### src/rtl/afs_pkg.sv
package afs_pkg;

  // Fit strategy codes (fit_strategy register)
  localparam logic [1:0] FIT_FIRST = 2'd0;
  localparam logic [1:0] FIT_NEXT  = 2'd1;
  localparam logic [1:0] FIT_BEST  = 2'd2;
  localparam logic [1:0] FIT_WORST = 2'd3;

  // Configuration register indexes
  localparam logic [1:0] CFG_FIT_STRATEGY = 2'd0;
  localparam logic [1:0] CFG_AREA_BASE    = 2'd1;
  localparam logic [1:0] CFG_AREA_LENGTH  = 2'd2;

  // Command codes
  localparam logic CMD_WRITE = 1'b0;
  localparam logic CMD_ALLOC = 1'b1;

  // Reset values of the configuration registers
  localparam logic [15:0] AREA_BASE_RST   = 16'd0;
  localparam logic [10:0] AREA_LENGTH_RST = 11'd1024;

  // Input word
  typedef struct packed {
    logic        cmd;
    logic [9:0]  map_index;
    logic        map_used;
    logic [10:0] alloc_size;
  } in_t;

  // Result word
  typedef struct packed {
    logic        found;
    logic [15:0] block_address;
  } out_t;

endpackage

### src/rtl/allocation_map_fit_search.sv
// Channel  | Ports                             | Handshake
// ---------+-----------------------------------+-------------------------------------
// input    | start, busy, in_word              | word taken when start && !busy
// result   | out_strobe, out_word              | word valid for the one strobe cycle
// config   | cfg_we, cfg_index, cfg_data       | register written when cfg_we is high
//
// An allocate scans the map one entry per cycle through the single read port of the
// flag RAM, within L, the clipped area length; a next-fit search that misses from the
// pointer scans again from offset 0. Size zero or size over L is answered without a
// scan. After reset a clearing pass writes every map entry free, with busy high.
// The receiver cannot stall: each result is a one-cycle strobe.
module allocation_map_fit_search #(
  parameter int MAP_ENTRIES = 1024
) (
  input  logic             clk,
  input  logic             rst_n,
  input  logic             start,
  output logic             busy,
  input  afs_pkg::in_t     in_word,
  output logic             out_strobe,
  output afs_pkg::out_t    out_word,
  input  logic             cfg_we,
  input  logic [1:0]       cfg_index,
  input  logic [15:0]      cfg_data
);

  localparam int AW = $clog2(MAP_ENTRIES);
  localparam int LW = $clog2(MAP_ENTRIES + 1);

  localparam logic [1:0] ST_CLEAR = 2'd0;
  localparam logic [1:0] ST_IDLE  = 2'd1;
  localparam logic [1:0] ST_SCAN  = 2'd2;

  // Configuration registers
  logic [1:0]  strat_r;
  logic [15:0] base_r;
  logic [10:0] alen_r;

  // Control
  logic [1:0]    state_r, state_nxt;
  logic [AW-1:0] clr_cnt_r, clr_cnt_nxt;
  logic [LW-1:0] cnt_r, cnt_nxt;
  logic          pv_r, pv_nxt;
  logic [LW-1:0] pi_r, pi_nxt;
  logic [LW-1:0] run_start_r, run_start_nxt;
  logic [LW-1:0] run_len_r, run_len_nxt;
  logic          have_r, have_nxt;
  logic [LW-1:0] pick_len_r, pick_len_nxt;
  logic [LW-1:0] pick_start_r, pick_start_nxt;
  logic [10:0]   size_r, size_nxt;
  logic          ff_r, ff_nxt;
  logic          best_r, best_nxt;
  logic          nf_r, nf_nxt;
  logic [AW-1:0] nf_ptr_r, nf_ptr_nxt;
  logic          out_strobe_r, out_strobe_nxt;
  afs_pkg::out_t out_word_r, out_word_nxt;

  // RAM ports
  logic          ram_we;
  logic [AW-1:0] ram_waddr;
  logic          ram_wdata;
  logic [AW-1:0] ram_raddr;
  logic          ram_rdata;

  logic [LW-1:0] len_eff;
  logic          accept;
  logic          close_ok;
  logic          res_done;
  logic          res_found;
  logic [LW-1:0] res_start;
  logic [31:0]   nf_sum;

  afs_ram #(
    .WIDTH (1),
    .DEPTH (MAP_ENTRIES)
  ) u_map (
    .clk   (clk),
    .we    (ram_we),
    .waddr (ram_waddr),
    .wdata (ram_wdata),
    .raddr (ram_raddr),
    .rdata (ram_rdata)
  );

  // Use area clipped to the map
  assign len_eff = (32'(alen_r) > MAP_ENTRIES) ? LW'(MAP_ENTRIES) : LW'(alen_r);

  assign busy   = (state_r != ST_IDLE);
  assign accept = start && !busy;

  // Closing the current free run against the best/worst pick; ties go to the later run
  assign close_ok = (32'(run_len_r) >= 32'(size_r)) &&
                    (!have_r || (best_r ? (run_len_r <= pick_len_r)
                                        : (run_len_r >= pick_len_r)));

  // Next-fit pointer after a hit
  assign nf_sum = 32'(run_start_r) + 32'(size_r);

  // Configuration writes
  always_ff @(posedge clk) begin
    if (!rst_n) begin
      strat_r <= afs_pkg::FIT_FIRST;
      base_r  <= afs_pkg::AREA_BASE_RST;
      alen_r  <= afs_pkg::AREA_LENGTH_RST;
    end else if (cfg_we) begin
      unique case (cfg_index)
        afs_pkg::CFG_FIT_STRATEGY: strat_r <= cfg_data[1:0];
        afs_pkg::CFG_AREA_BASE:    base_r  <= cfg_data;
        afs_pkg::CFG_AREA_LENGTH:  alen_r  <= cfg_data[10:0];
        default: ;
      endcase
    end
  end

  // Map RAM write port: clearing pass or map write word
  always_comb begin
    ram_we    = 1'b0;
    ram_waddr = clr_cnt_r;
    ram_wdata = 1'b0;
    if (state_r == ST_CLEAR) begin
      ram_we = 1'b1;
    end else if (accept && (in_word.cmd == afs_pkg::CMD_WRITE) &&
                 (32'(in_word.map_index) < MAP_ENTRIES)) begin
      ram_we    = 1'b1;
      ram_waddr = AW'(in_word.map_index);
      ram_wdata = in_word.map_used;
    end
  end

  assign ram_raddr = AW'(cnt_r);

  // Search sequencer
  always_comb begin
    state_nxt      = state_r;
    clr_cnt_nxt    = clr_cnt_r;
    cnt_nxt        = cnt_r;
    pv_nxt         = 1'b0;
    pi_nxt         = pi_r;
    run_start_nxt  = run_start_r;
    run_len_nxt    = run_len_r;
    have_nxt       = have_r;
    pick_len_nxt   = pick_len_r;
    pick_start_nxt = pick_start_r;
    size_nxt       = size_r;
    ff_nxt         = ff_r;
    best_nxt       = best_r;
    nf_nxt         = nf_r;
    nf_ptr_nxt     = nf_ptr_r;
    res_done       = 1'b0;
    res_found      = 1'b0;
    res_start      = '0;

    unique case (state_r)
      ST_CLEAR: begin
        clr_cnt_nxt = clr_cnt_r + 1'b1;
        if (32'(clr_cnt_r) == MAP_ENTRIES - 1) begin
          state_nxt = ST_IDLE;
        end
      end

      ST_IDLE: begin
        if (accept && (in_word.cmd == afs_pkg::CMD_ALLOC)) begin
          size_nxt     = in_word.alloc_size;
          ff_nxt       = (strat_r == afs_pkg::FIT_FIRST) || (strat_r == afs_pkg::FIT_NEXT);
          best_nxt     = (strat_r == afs_pkg::FIT_BEST);
          have_nxt     = 1'b0;
          pick_len_nxt = '0;
          run_len_nxt  = '0;
          if ((in_word.alloc_size == 11'd0) ||
              (32'(in_word.alloc_size) > 32'(len_eff))) begin
            res_done = 1'b1;
          end else begin
            state_nxt = ST_SCAN;
            if ((strat_r == afs_pkg::FIT_NEXT) && (32'(nf_ptr_r) < 32'(len_eff))) begin
              cnt_nxt       = LW'(nf_ptr_r);
              run_start_nxt = LW'(nf_ptr_r);
              nf_nxt        = 1'b1;
            end else begin
              cnt_nxt       = '0;
              run_start_nxt = '0;
              nf_nxt        = 1'b0;
            end
          end
        end
      end

      ST_SCAN: begin
        // Issue the next read
        if (cnt_r < len_eff) begin
          pv_nxt  = 1'b1;
          pi_nxt  = cnt_r;
          cnt_nxt = cnt_r + 1'b1;
        end

        if (pv_r) begin
          // Flag of entry pi_r is on the read data
          if (ram_rdata) begin
            if (!ff_r && close_ok) begin
              have_nxt       = 1'b1;
              pick_len_nxt   = run_len_r;
              pick_start_nxt = run_start_r;
            end
            run_len_nxt   = '0;
            run_start_nxt = pi_r + 1'b1;
          end else begin
            if (run_len_r == '0) begin
              run_start_nxt = pi_r;
            end
            run_len_nxt = run_len_r + 1'b1;
            if (ff_r && (32'(run_len_r) + 32'd1 >= 32'(size_r))) begin
              res_done  = 1'b1;
              res_found = 1'b1;
              res_start = run_start_r;
              if (nf_r) begin
                nf_ptr_nxt = (nf_sum >= 32'(len_eff)) ? '0 : AW'(nf_sum);
              end
            end
          end
        end else if (cnt_r >= len_eff) begin
          // End of a pass
          if (ff_r) begin
            if (nf_r) begin
              // Nothing from the pointer on: first fit from the area start
              nf_nxt        = 1'b0;
              cnt_nxt       = '0;
              run_start_nxt = '0;
              run_len_nxt   = '0;
            end else begin
              res_done = 1'b1;
            end
          end else begin
            res_done  = 1'b1;
            res_found = have_r || close_ok;
            res_start = close_ok ? run_start_r : pick_start_r;
          end
        end

        if (res_done) begin
          state_nxt = ST_IDLE;
          pv_nxt    = 1'b0;
        end
      end

      default: state_nxt = ST_IDLE;
    endcase
  end

  // Result word
  always_comb begin
    out_strobe_nxt = res_done;
    out_word_nxt   = out_word_r;
    if (res_done) begin
      out_word_nxt.found         = res_found;
      out_word_nxt.block_address = res_found ? 16'(32'(base_r) + 32'(res_start)) : 16'd0;
    end
  end

  // Control registers
  always_ff @(posedge clk) begin
    if (!rst_n) begin
      state_r      <= ST_CLEAR;
      clr_cnt_r    <= '0;
      pv_r         <= 1'b0;
      nf_ptr_r     <= '0;
      out_strobe_r <= 1'b0;
    end else begin
      state_r      <= state_nxt;
      clr_cnt_r    <= clr_cnt_nxt;
      pv_r         <= pv_nxt;
      nf_ptr_r     <= nf_ptr_nxt;
      out_strobe_r <= out_strobe_nxt;
    end
  end

  // Search datapath registers
  always_ff @(posedge clk) begin
    cnt_r        <= cnt_nxt;
    pi_r         <= pi_nxt;
    run_start_r  <= run_start_nxt;
    run_len_r    <= run_len_nxt;
    have_r       <= have_nxt;
    pick_len_r   <= pick_len_nxt;
    pick_start_r <= pick_start_nxt;
    size_r       <= size_nxt;
    ff_r         <= ff_nxt;
    best_r       <= best_nxt;
    nf_r         <= nf_nxt;
    out_word_r   <= out_word_nxt;
  end

  assign out_strobe = out_strobe_r;
  assign out_word   = out_word_r;

endmodule

### src/rtl/afs_ram.sv
module afs_ram #(
  parameter int WIDTH = 1,
  parameter int DEPTH = 1024
) (
  input  logic                     clk,
  input  logic                     we,
  input  logic [$clog2(DEPTH)-1:0] waddr,
  input  logic [WIDTH-1:0]         wdata,
  input  logic [$clog2(DEPTH)-1:0] raddr,
  output logic [WIDTH-1:0]         rdata
);

  logic [WIDTH-1:0] mem [DEPTH];

  // One write port, one registered read port
  always_ff @(posedge clk) begin
    if (we) begin
      mem[waddr] <= wdata;
    end
    rdata <= mem[raddr];
  end

endmodule

### config.mk
export PLATFORM = sky130hd
export DESIGN_NAME = allocation_map_fit_search
export DESIGN_NICKNAME = d
export VERILOG_FILES = /design/src/rtl/afs_pkg.sv /design/src/rtl/allocation_map_fit_search.sv /design/src/rtl/afs_ram.sv
export SDC_FILE = /design/constraint.sdc
export NUM_CORES = 2
export LEC_CHECK = 0
export ABC_CLOCK_PERIOD_IN_PS = 18200
export BUFFER_PORTS_ARGS = -buffer_cell sky130_fd_sc_hd__buf_4
export CORE_MARGIN = 2
export CORE_UTILIZATION = 45
export DETAILED_ROUTE_END_ITERATION = 7
export PLACE_DENSITY_LB_ADDON = 0.3
export SLEW_MARGIN = 0
export SYNTH_ARGS = -nofsm -noshare
export SYNTH_HDL_FRONTEND = slang
export SYNTH_SLANG_ARGS = --single-unit
### constraint.sdc
create_clock -name clk -period 18.2 [get_ports clk]
set_input_delay 1.82 -clock clk [delete_from_list [all_inputs] [get_ports clk]]
set_output_delay 1.82 -clock clk [all_outputs]
set_load 0.03 [all_outputs]
==> impl_metrics.toml <==
[outcome]
status = "finished clean"

[synth]
async_flop_share = 0
synth_area_sq_mm = 0.05372
ys_seq_area_frac = 0.6473
ys.flop_type = "edfxtp_1"
synth.distinct_cells = 80
syn_avg_cell_area_sq_um = 13.68
synth_nets = 4078
synthTopCellsByArea = "edfxtp_1, mux4_2, nor2_1"
synth_top_area_share = 0.6272
synth_top_area_cell = "edfxtp_1"
ys_seq_elements = 1176
synth_cells = 3926
synth-edff-count = 1122
yosysWarnings = 0

[pwr]
p_leak_nw = 20.79
peakVddDrop_uv = 92.25
cellPowerDensity_mw_per_mm2 = 99.52

[floorplan]
fp.dieH_um = 349.5
core_sq_mm = 0.1182
die_w_um = 349.5
rows = 126
initial_core_util = 0.4544
dieArea_sq_mm = 0.1222
io_pins = 64

[timing]
finalClockSkew_ns = 0.03408
tightest_slew_ns = 1.235
timing.fmax_mhz = 159.4
rsz0062_at_grt = "no"
fin_crit_ns = 6.272
hold_violations = 0
slew_headroom = 0.1736
report.final.slew_viol_count = 0
setup_violations = 0
tns_ns = 0
hold_ws_ns = 0.4622
finalCritPeriodShare = 0.3446

[clock_network]
cts_setup_buffers = 0
clk_latency_ns = 0.73
cts_buffer_depth = 3
numCtsBuffers = 117
cts_tree = "yes"
cts-root-buf = "clkbuf_16"
cts-resized-gates = 0
cts.sinks = 1176
holdBufCountCts = 0
path_clk_slew_ns = 0.06
htree_levels = 3

[drt]
dr.pass1.iters = 6
drtAntennaViolNets = 0
met3_length_um = 12470
wl_met1_um = 58100
routed.top_layer = "met5"
routed_wl_um = 146300
route.met2.wl_um = 70320
vias = 33310
drt_iter0_drc = 4393
routedWlPerCell_um = 26.57
drt-vias-per-instance = 6.052
drcViolationCount = 0

[final_layout]
fillers = 10190
layout-drive-gt1-share = 0.1536
area_delta_synth_final_pct = 9.998
nNetsFinal = 4017

[placement]
gp_congestion = 0.8630
dp_hpwl_um = 80320
io_buffers = 63

[global_routing]
gr-total-overflow = 0
grt_pass1_wl_um = 213800
grt_pass1_vias = 32300
grt_max_degree = 126
grtUsageTotal = 0.2384
antenna_found_initial = 4

[critical_path]
r2r_slack_ns = 12.20
end_kind = "register"
setup.worst_path.start_class = "input pin"
crit_type = "input pin to register"
crit_required_ns = 18.57
cp_max_fo = 123
arrival_ns = 6.64

[flow_run]
max_cap_viol_count = 0

[worst_hold_path]
hold_class = "register to register"
==> registers in the layout (all words and copies together), names as in the netlist <==
| register | flops |
|---|---|
| u_map.mem | 1024 |
| out_word | 17 |
| base_r | 16 |
| alen_r | 11 |
| cnt_r | 11 |
| pi_r | 11 |
| pick_len_r | 11 |
| pick_start_r | 11 |
| run_len_r | 11 |
| run_start_r | 11 |
| size_r | 11 |
| clr_cnt_r | 10 |
| nf_ptr_r | 10 |
| state_r | 2 |
| strat_r | 2 |
| best_r | 1 |
| ff_r | 1 |
| have_r | 1 |
| nf_r | 1 |
| out_strobe | 1 |
| pv_r | 1 |
| u_map.rdata | 1 |
==> through the flow <==
stage,utilization,total power [mW],cells,setup WS (ns),instance area (sq um)
detailed placement,0.4674,3.520,5282,11.31,55270
CTS,0.4997,5.906,5501,12.06,59090
global placement,0.4674,3.516,5282,11.41,55270
floorplan,-,3.319,3926,7.089,53720
finish,0.4998,5.881,5504,11.93,59090
global route,0.4997,6.041,5501,11.61,59090
==> layer usage <==
layer / vias up / GRT usage
li1: 14340 / -
met1: 17080 / 0.3234
met2: 1586 / 0.3914
met3: 301 / 0.03965
met4: 2 / 0.08146
met5: - / 0
==> where the power goes <==
group          total [mW]  switching (mW)  internal (mW)
registers            2.98          0.0302           2.95
clock network        2.41            1.06           1.35
logic               0.483           0.344          0.139
total                5.88            1.43           4.45
==> critical path: stages <==
cell     delay (ns)
buf_4          0.08
nand2_1        0.07
nor3_2         0.38
buf_4          0.48
and2_4         0.81
buf_4          0.94
buf_4          0.96
buf_4          0.95
==> final cells by class <==
cell class / instances / area [sq um] / share of cell area
tap: 1536 / 1922 / 0.03252
antenna: 3 / 7.507 / 0.0001270
clock buffer: 140 / 3088 / 0.05225
multi-input combinational: 2380 / 17320 / 0.2930
clock inverter: 79 / 730.7 / 0.01237
inverter: 56 / 212.7 / 0.003599
sequential: 1176 / 34770 / 0.5884
timing repair buffer: 134 / 1044 / 0.01766
==> final timing paths <==
path,cells past startpoint,from,to
worst max-delay path,8,start,u_map.mem[888]$_DFFE_PP_
worst min-delay path,2,base_r[9]$_SDFFE_PN0P_,base_r[9]$_SDFFE_PN0P_
worst max register to register,8,state_r[1]$_SDFFE_PN0P_,u_map.mem[888]$_DFFE_PP_
worst min register to register,2,base_r[9]$_SDFFE_PN0P_,base_r[9]$_SDFFE_PN0P_
==> synthesized netlist by cell type, drive strengths merged (9+ instances only) <==
| cell type | n |
|---|---|
| nor4 | 9 |
| o2bb2ai | 20 |
| a32o | 12 |
| xor2 | 30 |
| nor2b | 37 |
| a211oi | 20 |
| a221oi | 14 |
| and2 | 19 |
| o22ai | 18 |
| nor3 | 23 |
| nand2b | 20 |
| buf | 91 |
| edfxtp | 1122 |
| inv | 55 |
| a21oi | 62 |
| o21a | 10 |
| xnor2 | 26 |
| a31oi | 14 |
| clkbuf | 223 |
| nand4 | 22 |
| a22oi | 15 |
| o31ai | 11 |
| ha | 105 |
| o21ai | 43 |
| nand2 | 199 |
| a22o | 18 |
| nand3 | 40 |
| a21o | 26 |
| mux2i | 59 |
| dfxtp | 54 |
| nor2 | 1134 |
| and3 | 11 |
| mux4 | 260 |
==> placed cells by master (no fill, tap or decap), types with 15 or more instances in the layout <==
master / count
nor2_1: 1134
edfxtp_1: 1122
mux4_2: 238
nand2_1: 167
buf_4: 131
clkbuf_16: 120
ha_1: 105
a21oi_1: 61
mux2i_1: 59
inv_1: 54
dfxtp_1: 54
nand3_1: 40
o21ai_0: 38
nor2b_1: 36
nand2_2: 32
xor2_1: 30
clkinv_2: 29
clkinv_1: 27
a21o_1: 26
xnor2_1: 26
nor3_1: 22
nand4_1: 22
mux4_1: 22
nand2b_1: 20
a211oi_1: 20
o2bb2ai_1: 20
clkbuf_1: 19
and2_1: 18
a22o_1: 18
o22ai_1: 18
a22oi_1: 15
==> cell families (layout without fill, tap and decap cells) <==
group | Yosys count | after routing | share of synthesized area
compound gates | 333 | 333 | 0.04374
xor+xnor | 56 | 56 | 0.009130
fa+ha+maj | 107 | 107 | 0.02520
buf+inv | 370 | 409 | 0.03247
flops | 1176 | 1176 | 0.6473
mux | 327 | 327 | 0.1232
other cells | 0 | 3 | 0
simple gates | 1557 | 1557 | 0.1190
Note: power is estimated with default switching activity, not from simulation.
